### config.mk
export PLATFORM = sky130hd
export DESIGN_NAME = cabinet_reply_frame_parser_unit
export DESIGN_NICKNAME = d
export VERILOG_FILES = /design/src/rtl/crfp_pkg.sv /design/src/rtl/cabinet_reply_frame_parser_unit.sv /design/src/rtl/crfp_cfg_regs.sv /design/src/rtl/crfp_parse_core.sv
export SDC_FILE = /design/constraint.sdc
export NUM_CORES = 1
export LEC_CHECK = 0
export BUFFER_PORTS_ARGS = -buffer_cell sky130_fd_sc_hd__buf_4
export CAP_MARGIN = 20
export CORE_MARGIN = 2
export CORE_UTILIZATION = 55
export CTS_BUF_LIST = sky130_fd_sc_hd__clkbuf_16
export DETAILED_ROUTE_END_ITERATION = 8
export GPL_TIMING_DRIVEN = 0
export HOLD_SLACK_MARGIN = 0.03
export PLACE_DENSITY = 0.86
export SYNTH_ARGS = -nofsm -noshare
export SYNTH_HDL_FRONTEND = slang
export SYNTH_SLANG_ARGS = --single-unit
### constraint.sdc
create_clock -name i_clk -period 3.7 [get_ports i_clk]
set_clock_uncertainty 0.15 [all_clocks]
set_input_delay 0.555 -clock i_clk [delete_from_list [all_inputs] [get_ports i_clk]]
set_output_delay 0.555 -clock i_clk [all_outputs]
set_load 0.01 [all_outputs]
### src/rtl/crfp_pkg.sv
// ----------------------------------------------------------------------------
// Cabinet reply frame parser package
// Shared types and constants: frame headers, status codes, register indexes
// and the configuration and result structures.
// ----------------------------------------------------------------------------
package crfp_pkg;

    localparam logic [31:0] HDR_A = 32'h1B46_4441;
    localparam logic [31:0] HDR_B = 32'h1D48_4643;

    localparam logic [3:0] ST_DOOR_CLOSED   = 4'd0;
    localparam logic [3:0] ST_DOOR_OPEN     = 4'd1;
    localparam logic [3:0] ST_DRAWER_CLOSED = 4'd2;
    localparam logic [3:0] ST_DRAWER_OPEN   = 4'd3;
    localparam logic [3:0] ST_SENSORS       = 4'd4;
    localparam logic [3:0] ST_LOCK_ACK      = 4'd5;
    localparam logic [3:0] ST_LED_ACK       = 4'd6;
    localparam logic [3:0] ST_FRAME_ERR     = 4'd7;
    localparam logic [3:0] ST_HSUM_ERR      = 4'd8;
    localparam logic [3:0] ST_UNKNOWN_CMD   = 4'd9;

    localparam logic [2:0] CFG_DOOR   = 3'd0;
    localparam logic [2:0] CFG_DRAWER = 3'd1;
    localparam logic [2:0] CFG_SENSOR = 3'd2;
    localparam logic [2:0] CFG_LOCK   = 3'd3;
    localparam logic [2:0] CFG_LED    = 3'd4;

    typedef struct packed {
        logic [7:0] door_code;
        logic [7:0] drawer_code;
        logic [7:0] sensor_code;
        logic [7:0] lock_code;
        logic [7:0] led_code;
    } t_cfg;

    typedef struct packed {
        logic [3:0] status;
        logic [7:0] command_code;
        logic [7:0] sensor_bits;
    } t_result;

    typedef enum logic [3:0] {
        PH_HUNT = 4'b0001,
        PH_BODY = 4'b0010,
        PH_HSUM = 4'b0100,
        PH_EXT  = 4'b1000
    } t_phase;

endpackage

### src/rtl/cabinet_reply_frame_parser_unit.sv
// Flow: a byte is registered on acceptance, processed by the parser stage, and
//   its status (if any) is held in the result register until the receiver takes it.
// Throughput: one byte per cycle while the result is not stalled, set by the
//   single parser stage between the input register and the result register.
// Reset: synchronous, active low; clears the frame state, empties both
//   registers and restores the default command codes. No clearing pass.
// ----------------------------------------------------------------------------
// Cabinet reply frame parser
// Byte-stream parser for cabinet reply frames with an input register, the
// frame state machine and a result register.
// ----------------------------------------------------------------------------
module cabinet_reply_frame_parser_unit (
    input  logic       i_clk,
    input  logic       i_rst_n,
    input  logic       i_valid,
    output logic       o_stall,
    input  logic [7:0] i_rx_byte,
    output logic       o_valid,
    input  logic       i_stall,
    output logic [3:0] o_status,
    output logic [7:0] o_command_code,
    output logic [7:0] o_sensor_bits,
    input  logic       i_cfg_valid,
    output logic       o_cfg_ready,
    input  logic [2:0] i_cfg_index,
    input  logic [7:0] i_cfg_data
);
    import crfp_pkg::*;

    logic    r_in_valid;
    logic    [7:0] r_in_byte;
    logic    r_out_valid;
    t_result r_out;

    logic    pipe_move;
    logic    proc_fire;
    logic    core_emit;
    t_result core_result;
    t_cfg    cfg;

    // The parser stage advances whenever the result register is free or
    // being emptied in this cycle.
    assign pipe_move = !r_out_valid || !i_stall;
    assign proc_fire = r_in_valid && pipe_move;
    assign o_stall   = r_in_valid && !pipe_move;

    crfp_cfg_regs u_cfg (
        .i_clk       (i_clk),
        .i_rst_n     (i_rst_n),
        .i_cfg_valid (i_cfg_valid),
        .i_cfg_index (i_cfg_index),
        .i_cfg_data  (i_cfg_data),
        .o_cfg_ready (o_cfg_ready),
        .o_cfg       (cfg)
    );

    crfp_parse_core u_core (
        .i_clk    (i_clk),
        .i_rst_n  (i_rst_n),
        .i_en     (proc_fire),
        .i_byte   (r_in_byte),
        .i_cfg    (cfg),
        .o_emit   (core_emit),
        .o_result (core_result)
    );

    always_ff @(posedge i_clk) begin
        if (!i_rst_n) begin
            r_in_valid <= 1'b0;
        end else if (!o_stall) begin
            r_in_valid <= i_valid;
        end
    end

    always_ff @(posedge i_clk) begin
        if (i_valid && !o_stall) begin
            r_in_byte <= i_rx_byte;
        end
    end

    always_ff @(posedge i_clk) begin
        if (!i_rst_n) begin
            r_out_valid <= 1'b0;
        end else if (pipe_move) begin
            r_out_valid <= proc_fire && core_emit;
        end
    end

    always_ff @(posedge i_clk) begin
        if (pipe_move && proc_fire && core_emit) begin
            r_out <= core_result;
        end
    end

    assign o_valid        = r_out_valid;
    assign o_status       = r_out.status;
    assign o_command_code = r_out.command_code;
    assign o_sensor_bits  = r_out.sensor_bits;

`ifndef ASSERT_OFF
    a_no_emit_no_result: assert property (@(posedge i_clk) disable iff (!i_rst_n)
        pipe_move && !(proc_fire && core_emit) |=> !o_valid)
        else $error("result presented without an emitting byte");

    a_status_range: assert property (@(posedge i_clk) disable iff (!i_rst_n)
        o_valid |-> o_status <= ST_UNKNOWN_CMD)
        else $error("status code out of range");

    a_stall_needs_item: assert property (@(posedge i_clk) disable iff (!i_rst_n)
        o_stall |-> r_in_valid && o_valid && i_stall)
        else $error("input stalled without a blocked result");
`endif

endmodule

### src/rtl/crfp_cfg_regs.sv
// ----------------------------------------------------------------------------
// Command code registers
// Holds the five programmable command codes; writes beyond the list are
// dropped.
// ----------------------------------------------------------------------------
module crfp_cfg_regs (
    input  logic            i_clk,
    input  logic            i_rst_n,
    input  logic            i_cfg_valid,
    input  logic [2:0]      i_cfg_index,
    input  logic [7:0]      i_cfg_data,
    output logic            o_cfg_ready,
    output crfp_pkg::t_cfg  o_cfg
);
    import crfp_pkg::*;

    t_cfg r_cfg;
    t_cfg n_cfg;

    assign o_cfg_ready = 1'b1;
    assign o_cfg       = r_cfg;

    always_comb begin
        n_cfg = r_cfg;
        if (i_cfg_valid) begin
            case (i_cfg_index)
                CFG_DOOR:   n_cfg.door_code   = i_cfg_data;
                CFG_DRAWER: n_cfg.drawer_code = i_cfg_data;
                CFG_SENSOR: n_cfg.sensor_code = i_cfg_data;
                CFG_LOCK:   n_cfg.lock_code   = i_cfg_data;
                CFG_LED:    n_cfg.led_code    = i_cfg_data;
                default:    n_cfg = r_cfg;
            endcase
        end
    end

    always_ff @(posedge i_clk) begin
        if (!i_rst_n) begin
            r_cfg.door_code   <= 8'd64;
            r_cfg.drawer_code <= 8'd65;
            r_cfg.sensor_code <= 8'd66;
            r_cfg.lock_code   <= 8'd17;
            r_cfg.led_code    <= 8'd18;
        end else begin
            r_cfg <= n_cfg;
        end
    end

endmodule

### src/rtl/crfp_parse_core.sv
// ----------------------------------------------------------------------------
// Frame parser core
// Per-byte frame state machine: header hunt, body, header checksum and
// extension, producing at most one status per byte.
// ----------------------------------------------------------------------------
module crfp_parse_core (
    input  logic               i_clk,
    input  logic               i_rst_n,
    input  logic               i_en,
    input  logic [7:0]         i_byte,
    input  crfp_pkg::t_cfg     i_cfg,
    output logic               o_emit,
    output crfp_pkg::t_result  o_result
);
    import crfp_pkg::*;

    t_phase      r_phase,  n_phase;
    logic [23:0] r_window, n_window;
    logic [7:0]  r_pos,    n_pos;
    logic [7:0]  r_cmd,    n_cmd;
    logic [7:0]  r_len,    n_len;
    logic [7:0]  r_sum,    n_sum;
    logic [7:0]  r_first,  n_first;

    logic [31:0] hunt_word;
    logic [7:0]  data_byte;
    logic        ext_last;
    logic [7:0]  sum_next;

    assign hunt_word = {r_window, i_byte};
    assign data_byte = (r_pos == 8'd0) ? i_byte : r_first;
    assign ext_last  = ({1'b0, r_pos} + 9'd1) >= {1'b0, r_len};
    assign sum_next  = r_sum + i_byte;

    always_comb begin
        n_phase  = r_phase;
        n_window = r_window;
        n_pos    = r_pos;
        n_cmd    = r_cmd;
        n_len    = r_len;
        n_sum    = r_sum;
        n_first  = r_first;
        o_emit   = 1'b0;
        o_result.status       = ST_FRAME_ERR;
        o_result.command_code = r_cmd;
        o_result.sensor_bits  = 8'd0;

        case (r_phase)
            PH_HUNT: begin
                if (hunt_word == HDR_A || hunt_word == HDR_B) begin
                    n_phase  = PH_BODY;
                    n_window = 24'd0;
                    n_pos    = 8'd0;
                    n_sum    = 8'd0;
                end else begin
                    n_window = hunt_word[23:0];
                end
            end
            PH_BODY: begin
                n_sum = sum_next;
                if (r_pos == 8'd1) begin
                    n_cmd = i_byte;
                end else if (r_pos == 8'd2) begin
                    n_len = i_byte;
                end
                if (r_pos >= 8'd3) begin
                    n_phase = PH_HSUM;
                    n_pos   = 8'd0;
                end else begin
                    n_pos = r_pos + 8'd1;
                end
            end
            PH_HSUM: begin
                if (i_byte != r_sum) begin
                    o_emit          = 1'b1;
                    o_result.status = ST_HSUM_ERR;
                end else if (r_len == 8'd0) begin
                    o_emit = 1'b1;
                    if (r_cmd == i_cfg.lock_code) begin
                        o_result.status = ST_LOCK_ACK;
                    end else if (r_cmd == i_cfg.led_code) begin
                        o_result.status = ST_LED_ACK;
                    end else begin
                        o_result.status = ST_FRAME_ERR;
                    end
                end else begin
                    n_phase = PH_EXT;
                    n_pos   = 8'd0;
                    n_sum   = 8'd0;
                    n_first = 8'd0;
                end
            end
            PH_EXT: begin
                if (r_pos == 8'd0) begin
                    n_first = i_byte;
                end
                if (ext_last) begin
                    o_emit               = 1'b1;
                    o_result.sensor_bits = data_byte;
                    if (i_byte != r_sum) begin
                        o_result.status = ST_FRAME_ERR;
                    end else if (r_cmd == i_cfg.door_code) begin
                        o_result.status = (data_byte == 8'd0) ? ST_DOOR_CLOSED
                                                              : ST_DOOR_OPEN;
                    end else if (r_cmd == i_cfg.drawer_code) begin
                        o_result.status = (data_byte == 8'd0) ? ST_DRAWER_CLOSED
                                                              : ST_DRAWER_OPEN;
                    end else if (r_cmd == i_cfg.sensor_code) begin
                        o_result.status = ST_SENSORS;
                    end else begin
                        o_result.status = ST_UNKNOWN_CMD;
                    end
                end else begin
                    n_sum = sum_next;
                    n_pos = r_pos + 8'd1;
                end
            end
            default: begin
                n_phase = PH_HUNT;
            end
        endcase

        // A finished frame always drops back to the header hunt.
        if (o_emit) begin
            n_phase  = PH_HUNT;
            n_window = 24'd0;
            n_pos    = 8'd0;
            n_sum    = 8'd0;
        end
    end

    always_ff @(posedge i_clk) begin
        if (!i_rst_n) begin
            r_phase  <= PH_HUNT;
            r_window <= 24'd0;
            r_pos    <= 8'd0;
            r_cmd    <= 8'd0;
            r_len    <= 8'd0;
            r_sum    <= 8'd0;
            r_first  <= 8'd0;
        end else if (i_en) begin
            r_phase  <= n_phase;
            r_window <= n_window;
            r_pos    <= n_pos;
            r_cmd    <= n_cmd;
            r_len    <= n_len;
            r_sum    <= n_sum;
            r_first  <= n_first;
        end
    end

endmodule

; ---- Word-level counts from Yosys, hierarchy flattened
; Index checks and enable logic that the tools add are counted.
[totals]
reg_bits = 138
in_bits = 24
romBits = 0
ram_bits = 0
mem_count = 0
output_inout_bits = 23
word_cells = 118
latchBits = 0
[classes]
mux = 37
n_shift = 0
addsub = 3
magnitude_cmp = 2
eq_ne = 26
n_reduce_logical = 31
n_mul = 0
div_mod_pow = 0
bitwise_logic = 1
[op_table]
columns = op, n
row1 = 24-bit two-way mux, 3
row2 = 8-bit two-way mux, 9
row3 = "32-bit by 29-bit equality test with 1-bit output, second input constant", 2
row4 = 8-bit one-hot mux with 4 select lines, 2
row5 = 4-bit two-way mux, 13
row6 = 8-bit equality test, 5
row7 = 8-bit logical NOT, 3
row8 = 4-bit one-hot mux with 4 select lines, 1
row9 = 8-bit one-hot mux with 2 select lines, 1
row10 = 2-bit AND reduction, 7
row11 = 6-bit AND reduction, 2
row12 = "8-bit by 1-bit adder with 9-bit output, second input constant", 1
row13 = 9-bit by 8-bit greater-or-equal comparator with 1-bit output, 1
row14 = "3-bit != test, second input constant", 3
row15 = "8-bit by 1-bit adder with 8-bit output, second input constant", 1
row16 = 8-bit adder, 1
row17 = "8-bit by 1-bit equality test with 1-bit output, second input constant", 1
row18 = "8-bit by 2-bit equality test with 1-bit output, second input constant", 1
row19 = "8-bit by 2-bit greater-or-equal comparator with 1-bit output, second input constant", 1
row20 = 8-bit != test, 1
row21 = 4-bit one-hot mux with 2 select lines, 1
row22 = 4-bit AND reduction, 2
row23 = "3-bit by 2-bit equality test with 1-bit output, second input constant", 2
row24 = 1-bit logical AND, 6
row25 = other kinds (17), 30

; ---- Depth between registers and ports, before layout
; Gate-level depths: netlist of the first run.
[depth]
word_depth = 9
depth_mapped = 14
ltp_nobuf = 11

; ---- Modules after synthesis
; From an unflattened synthesis of the first run, not the netlist that was laid out.
[unflattened]
cells_unflattened = 664
hier_area_um2 = 6587.6
[by_module_without_submodules]
columns = module, area_per_inst_um2, seq_area_each_um2, cells_per_inst, instances
row1 = crfp_parse_core, 4095.2, 1361.3, 474, 1
row2 = crfp_cfg_regs, 1560.2, 800.8, 152, 1
row3 = cabinet_reply_frame_parser_unit, 932.1, 880.8, 38, 1

; ---- Worst setup path before layout of the first run
; Ideal clock, no wire load.
[synth_timing]
kind = flip-flop to flip-flop
startpoint = register u_core.r_pos[2]
endpoint = register r_out, in the netlist o_command_code[0] (enable)
arrival_time_ns = 3.361
setup_time_ns = 0.404
required_time_ns = 3.146
period_less_slack_ns = 3.915
n_path_buf = 2
slack_ns = -0.215
path_stages_with_launch = 13
path_cell_list = dfxtp_1 > clkbuf_1 > nand3_1 > or2_2 > nor2_1 > xor2_1 > ha_1 > and3_1 > nor2b_1 > or4_1 > o21ai_0 > clkbuf_1 > a21oi_1
[synth_between]
elab_chain_cells = 5
[synth_lines]
columns = item, line
row1 = "start, declared", crfp_parse_core.sv:19  ; logic [7:0] r_pos, n_pos;
row2 = "start signal, assigned", crfp_parse_core.sv:144  ; r_pos <= n_pos;
row3 = 8-bit by 1-bit adder with 9-bit output, crfp_parse_core.sv:32  ; assign ext_last = ({1'b0, r_pos} + 9'd1) >= {1'b0, r_len};
row4 = 9-bit by 8-bit greater-or-equal comparator with 1-bit output, crfp_parse_core.sv:32
row5 = 1-bit two-way mux, crfp_parse_core.sv:97  ; if (ext_last) begin
row6 = 1-bit one-hot mux with 2 select lines, crfp_parse_core.sv:48  ; case (r_phase)
row7 = 1-bit logical AND, cabinet_reply_frame_parser_unit.sv:90  ; if (pipe_move && proc_fire && core_emit) begin
row8 = "end signal, assigned", cabinet_reply_frame_parser_unit.sv:91  ; r_out <= core_result;
row9 = "end, declared", cabinet_reply_frame_parser_unit.sv:33  ; t_result r_out;
; No other way between the ends.
; A chain may end at the register's enable or synchronous reset.

; ---- Worst setup path after layout of the first run
[layout_timing]
startpoint = register u_core.r_pos[0]
endpoint = register u_core.r_window[13]
[layout_between]
elab_chain_cells = 6
word_cells_on_any_way = 7
classes_between = add/sub (1) / order compare (1) / mux (3) / reduce/logical (2)
[layout_lines]
columns = item, line
row1 = 8-bit by 1-bit adder with 9-bit output (*), crfp_parse_core.sv:32
row2 = 9-bit by 8-bit greater-or-equal comparator with 1-bit output (*), crfp_parse_core.sv:32
row3 = 1-bit two-way mux (*), crfp_parse_core.sv:97
row4 = 1-bit one-hot mux with 2 select lines (*), crfp_parse_core.sv:48
row5 = 2-bit nonzero test (no source line), --
row6 = 2-bit AND reduction (no source line), --
row7 = "end signal, assigned", crfp_parse_core.sv:143  ; r_window <= n_window;
row8 = "end, declared", crfp_parse_core.sv:18  ; logic [23:0] r_window, n_window;
; Mark *: on every way between the ends. The rest lies on a longest branch, timed or not.

==> flow_metrics.tcl, run 1 <==
set metrics [dict create \
    async_flop_share_pct 0 \
    power_frac_clock_pct 46.6 \
    end_kind "register" \
    yosysTopAreaCellShare_pct 32.8 \
    ff2ff_setup_slack_ns 0.18 \
    p_total_w 0.00325 \
    start_kind "register" \
    die_x_um 114 \
    hold_slack_ns 0.154 \
    tightestPinTransition_ns 0.846 \
    yosysMostFrequentCell "nand2_1" \
    worstHoldPathCells 1 \
    avgViaCountPerCell 6.13 \
    first_global_vias 5443 \
    synth.area.top_cells "dfxtp_1 (33%), edfxtp_1 (13%), nand2_1 (8.1%)" \
    slew_violations 0 \
    r2r_end "u_core.r_window[13]$_SDFFE_PN0P_" \
    io_buffers 45 \
    grt_pass1_wl_mm 27.3 \
    coreArea_um2 12000 \
    routedWlPerCell_um 17.3 \
    clk_path_buf_depth 2 \
    ys_types 62 \
    rr_worst_depth 13 \
    ios 47 \
    crit_type "register to register" \
    seqPwrFrac_pct 48.7 \
    yosysWarnings 0 \
    synth_seq_cells 138 \
    area_growth_pct 17.3 \
    fillers 910 \
    place.gp.congestion 0.946 \
    diodes 0 \
    grt_start_max_net_pins 21 \
    syn-mean-instance-area_um2 8.78 \
    switchingPower_w 0.000789 \
    num_vias 6080 \
    layout.nets 876 \
    seq_area_um2 3050 \
    track_usage_pct 26.9 \
    dr.pass1.iters 5 \
    setup_violations 0 \
    dieArea_um2 13100 \
    cts_tree "yes" \
    min_to "r_in_byte[1]$_DFFE_PP_" \
    htreeDepth 4 \
    grt_overflow 0 \
    ctsHoldBuffers 0 \
    pre_cts_ws_ns -0.483 \
    drt_iter0_markers 627 \
    multi_input_area_um2 3480 \
    max-slew-margin-rel_pct 42.8 \
    dp_hpwl_mm 11.6 \
    syn_area_um2 6710 \
    cts_root_buffer "clkbuf_16" \
    rsz0062_at_grt "no" \
    max_cap_viol_count 0 \
    drive_gt1_share_pct 14.2 \
    rows 40 \
    synth_edf_count 28 \
    p_int_w 0.00246 \
    p_leak_nw 2.74 \
    syn_inst 764 \
    r2r-start "u_core.r_pos[0]$_SDFFE_PN0P_" \
    synthesis.nets 808 \
    die_h_um 114 \
    drt-total-wl_mm 17.2 \
    critical_path_required_ns 3.88 \
    min_from "i_rx_byte[1]" \
    arrival_ns 3.70 \
    synth_flop_cell "dfxtp_1" \
    fin_ws_ns 0.177 \
    clkTransAtPathRegs_ns 0.06 \
    cts.sinks 138 \
    tns_ns 0 \
    status "finished, final reports clean" \
    holdCritPathClass "primary input to register" \
    clk_latency_ns 0.43 \
    period_needed_ns 3.52 \
    netSwitchingFraction_pct 24.3 \
    p_per_area_nw_per_um2 413 \
    finalCritPeriodShare_pct 95.2 \
    drtAntennaViolNets 0 \
    postLayoutCoreUtil_pct 65.7 \
    cts_buffers 17 \
    synth_area_leader_cell "dfxtp_1" \
    drc 0 \
    ys_top_cells_by_count "nand2_1 (145), dfxtp_1 (110), a21oi_1 (70)" \
    ys_seq_area_share_pct 45.4 \
    antenna_found_initial 0 \
    peakVddDrop_mv 0.340 \
    initial_utilization_pct 56.1 \
    combinationalPowerShare_pct 4.7 \
    cp_max_fo 10 \
    finalHoldViolCount 0 \
    clock.fmax_mhz 284 \
]
==> worst max-delay path by stage <==
| stage | startpoint | to | cells past startpoint |
|---|---|---|---|
| 6_report | u_core.r_pos[0]$_SDFFE_PN0P_ | u_core.r_window[13]$_SDFFE_PN0P_ | 13 |
| 3_3_place_gp | u_core.r_pos[2]$_SDFFE_PN0P_ | u_core.r_window[18]$_SDFFE_PN0P_ | 14 |
| 2_1_floorplan | u_core.r_pos[2]$_SDFFE_PN0P_ | o_command_code[0]$_DFFE_PP_ | 12 |
| 4_1_cts | u_core.r_pos[1]$_SDFFE_PN0P_ | u_core.r_window[13]$_SDFFE_PN0P_ | 12 |
| 3_5_place_dp | u_core.r_pos[2]$_SDFFE_PN0P_ | o_command_code[2]$_DFFE_PP_ | 12 |
| 5_1_grt | u_core.r_pos[3]$_SDFFE_PN0P_ | u_core.r_window[18]$_SDFFE_PN0P_ | 13 |
==> kinds of logic (layout without fill, tap and decap cells) <==
group / count (synthesis) / after routing / synth area share, %
xor gates and xnor gates: 53 / 53 / 6.92
buffers and inverters: 61 / 141 / 3.58
adders and majority gates: 20 / 20 / 3.84
other: 1 / 1 / 0.0559
DFF: 138 / 138 / 45.4
muxes: 17 / 17 / 2.56
AOI/OAI and AO/OA: 136 / 137 / 12.7
and+or+nand+nor: 338 / 338 / 25.0
==> per-stage QoR <==
step	instance area (um^2)	instances
2_1_floorplan	6710	764
3_3_place_gp	7230	956
3_5_place_dp	7230	956
4_1_cts	7800	989
5_1_grt	7860	992
6_report	7860	992
==> layer usage <==
| metal | GRT usage, % | vias to the layer above | wire [um] |
|---|---|---|---|
| li1 | - | 2880 | - |
| met1 | 35.7 | 2836 | 7070 |
| met2 | 42.3 | 314 | 7970 |
| met3 | 5.88 | 50 | 1590 |
| met4 | 11.6 | 0 | 546 |
| met5 | 0 | - | 0 |
==> cell usage in the layout, fill, tap and decap left out, types with 7 or more instances in the layout <==
cell         n
dfxtp_1    107
nor2_1      48
xnor2_1     39
a22oi_1      8
a21oi_1     69
o31ai_1     24
or3_1       11
o21ai_0      7
ha_1        18
mux2i_1     16
clkbuf_16   17
nand3_1     32
nor4_1      10
inv_1       12
buf_4       51
nand4_1     35
xor2_1      14
clkbuf_1    32
edfxtp_1    28
nand2_1    145
==> final cells by class <==
| cell class | instances | area share (%) |
|---|---|---|
| clock buffer | 17 | 5.41 |
| inverter | 12 | 0.573 |
| timing repair buffer | 49 | 4.65 |
| buffer | 48 | 2.63 |
| clock inverter | 15 | 1.32 |
| tap | 147 | 2.34 |
| sequential | 138 | 38.8 |
| multi-input combinational | 566 | 44.3 |
==> critical path: stages, from the launching register on <==
cell and delay, ns:
dfxtp_2 0.41, nand3_2 0.14, or2_2 0.36, nor2_1 0.14
xor2_1 0.23, ha_1 0.28, and3_1 0.18, nor2b_1 0.18
or4_4 0.45, o211ai_1 0.25, buf_4 0.19, clkbuf_2 0.22
nand4_1 0.12, o31ai_1 0.11
==> flip-flops by register name, summed over array words and instances, names as in the netlist <==
signal           flops
u_cfg.o_cfg         40
u_core.r_window     24
o_command_code       8
o_sensor_bits        8
r_in_byte            8
u_core.r_cmd         8
u_core.r_first       8
u_core.r_len         8
u_core.r_pos         8
u_core.r_sum         8
o_status             4
u_core.r_phase       4
o_valid              1
r_in_valid           1
==> power by group through the flow <==
stage / Sequential [W] / Combinational [W] / Clock (W)
2_1_floorplan: 0.00160 / 0.0000913 / 0
3_3_place_gp: 0.00161 / 0.000144 / 0
3_5_place_dp: 0.00162 / 0.000147 / 0
4_1_cts: 0.00158 / 0.000149 / 0.00153
5_1_grt: 0.00158 / 0.000167 / 0.00159
6_report: 0.00158 / 0.000153 / 0.00151
==> what timing repair did <==
item                       in CTS  in global routing
gates resized for setup        12                 13
setup buffers                   2                  1
setup endpoints to repair      66                 49
pin swaps                       1                  2
gates cloned                    0                  1
Power figures use the tool's default switching activity.
==> run 2, diff against run 1 <==
Settings changed: CORE_ASPECT_RATIO set to 0.9, CORE_UTILIZATION 55 to 57, CTS_BUF_LIST sky130_fd_sc_hd__clkbuf_16 to sky130_fd_sc_hd__clkbuf_4, PLACE_DENSITY 0.86 to 0.88.
==> flow_metrics.tcl, run 2 (synthesized netlist as in run 1, its figures left out) <==
set metrics [dict create \
    first_global_vias 5636 \
    tns_ns 0 \
    dpl.cell_count 965 \
    drt_iter0_markers 607 \
    cp-startpoint "u_core.r_pos[0]$_SDFFE_PN0P_" \
    setup_violations 0 \
    dp_hpwl_mm 11.8 \
    finalInstanceArea_um2 7720 \
    rows 37 \
    crit_type "register to register" \
    tightestPinTransition_ns 0.924 \
    placed_cell_area_um2 7240 \
    start_kind "register" \
    clkTransAtPathRegs_ns 0.13 \
    num_vias 6057 \
    routedWlPerCell_um 16.8 \
    r2r-start "u_core.r_pos[0]$_SDFFE_PN0P_" \
    htreeDepth 4 \
    slew_violations 0 \
    drtAntennaViolNets 0 \
    dr.pass1.iters 6 \
    antenna_found_initial 1 \
    p_total_w 0.00275 \
    worstHoldPathCells 3 \
    rsz0062_at_grt "yes" \
    rr_worst_depth 11 \
    period_needed_ns 3.52 \
    critical_path_required_ns 3.85 \
    p_leak_nw 2.68 \
    place.gp.congestion 0.961 \
    cts_tree "yes" \
    grt_start_max_net_pins 21 \
    avgViaCountPerCell 5.99 \
    end_kind "register" \
    drive_gt1_share_pct 14.1 \
    holdCritPathClass "primary input to register" \
    area_growth_pct 15.2 \
    finalCritPeriodShare_pct 95.2 \
    die_x_um 118 \
    grt_pass1_wl_mm 27.4 \
    initial_utilization_pct 58.6 \
    cts_root_buffer "clkbuf_4" \
    layout.nets 885 \
    finalHoldViolCount 0 \
    status "finished, final reports clean" \
    peakVddDrop_mv 0.240 \
    clk_path_buf_depth 2 \
    drt-total-wl_mm 17.0 \
    p_per_area_nw_per_um2 356 \
    seqPwrFrac_pct 57.5 \
    io_buffers 45 \
    min_from "i_valid" \
    max_cap_viol_count 0 \
    dieArea_um2 12600 \
    combinationalPowerShare_pct 5.8 \
    p_int_w 0.00203 \
    hold_slack_ns 0.0464 \
    max-slew-margin-rel_pct 37.5 \
    netSwitchingFraction_pct 26.3 \
    layout_commonest_cell "nand2_1" \
    ios 47 \
    stdcell_count 1011 \
    largest_reg_flops 40 \
    die_h_um 107 \
    grt_overflow 0 \
    switchingPower_w 0.000723 \
    cts.sinks 138 \
    drc 0 \
    power_frac_clock_pct 36.7 \
    cp_max_fo 11 \
    coreArea_um2 11400 \
    final_cell_mix "nand2_1 (145), dfxtp_1 (107), a21oi_1 (68)" \
    cts_buffers 17 \
    track_usage_pct 27.6 \
    clk_latency_ns 0.58 \
    arrival_ns 3.67 \
    clock.fmax_mhz 284 \
]
[run 2: cell count changes in the layout (fill, tap and decap cells not counted), sizes merged]
cell         previous run  this run
dlygate4sd3             0         8
clkinvlp                6         1
diode                   0         1
clkinv                  6         7
clkbuf                 56        57
inv                    15        17
bufinv                  0         2
[run 2: what timing repair did]
| action | CTS | global route |
|---|---|---|
| resized for setup | 11 | 17 |
| gates cloned | 0 | 1 |
| setup buffers | 2 | 2 |
| setup endpoints to repair | 68 | 62 |
| hold buffers | 8 | 0 |
| hold endpoints to repair | 8 | 0 |
| pin swaps | 1 | 2 |
[run 2: final timing paths]
kind / end / slack (ns)
worst min-delay path: r_in_valid$_SDFFE_PN0N_ / 0.05
worst max-delay path: o_sensor_bits[1]$_SDFFCE_PP0P_ / 0.18
worst max register to register: o_sensor_bits[1]$_SDFFCE_PP0P_ / 0.18
worst min register to register: o_command_code[6]$_DFFE_PP_ / 0.29
[run 2: power groups by stage]
| stage | Sequential, W | Clock (W) | Combinational [W] |
|---|---|---|---|
| 3_3_place_gp | 0.00161 | 0 | 0.000144 |
| 3_5_place_dp | 0.00162 | 0 | 0.000147 |
| 6_report | 0.00158 | 0.00101 | 0.000160 |
| 5_1_grt | 0.00158 | 0.00109 | 0.000174 |
| 2_1_floorplan | 0.00160 | 0 | 0.0000913 |
| 4_1_cts | 0.00158 | 0.00102 | 0.000155 |
[run 2: cell type report]
type | count | area (um^2)
Multi-Input combinational cell | 566 | 3470
Sequential cell | 138 | 3050
Buffer | 48 | 211
Tap cell | 156 | 195
Inverter | 12 | 45.0
Fill cell | 924 | 3710
Timing Repair Buffer | 58 | 453
Antenna cell | 1 | 2.50
Clock inverter | 15 | 165
Clock buffer | 17 | 128
[run 2: worst max-delay path, stage by stage (launching register included)]
cell and delay (ns):
dfxtp_4 0.41, nand3_1 0.16, or2_2 0.38, nor2_1 0.14
xor2_1 0.25, ha_1 0.28, and3_1 0.18, nor2b_1 0.16
or4_4 0.46, o21ai_2 0.22, clkbuf_4 0.27, a21oi_2 0.18
[run 2: stage by stage]
step	setup WS (ns)	util, %
2_1_floorplan	0.0882	-
3_3_place_gp	-0.427	63.3
3_5_place_dp	-0.494	63.3
4_1_cts	0.00824	66.9
5_1_grt	-0.0348	67.5
6_report	0.176	67.5
[run 2: metal layers]
metal  wire [um]  global-route usage [%]
met1        7150                    36.2
met2        7790                    43.4
met3        1470                    6.65
met4         552                    12.4
met5           0                       0
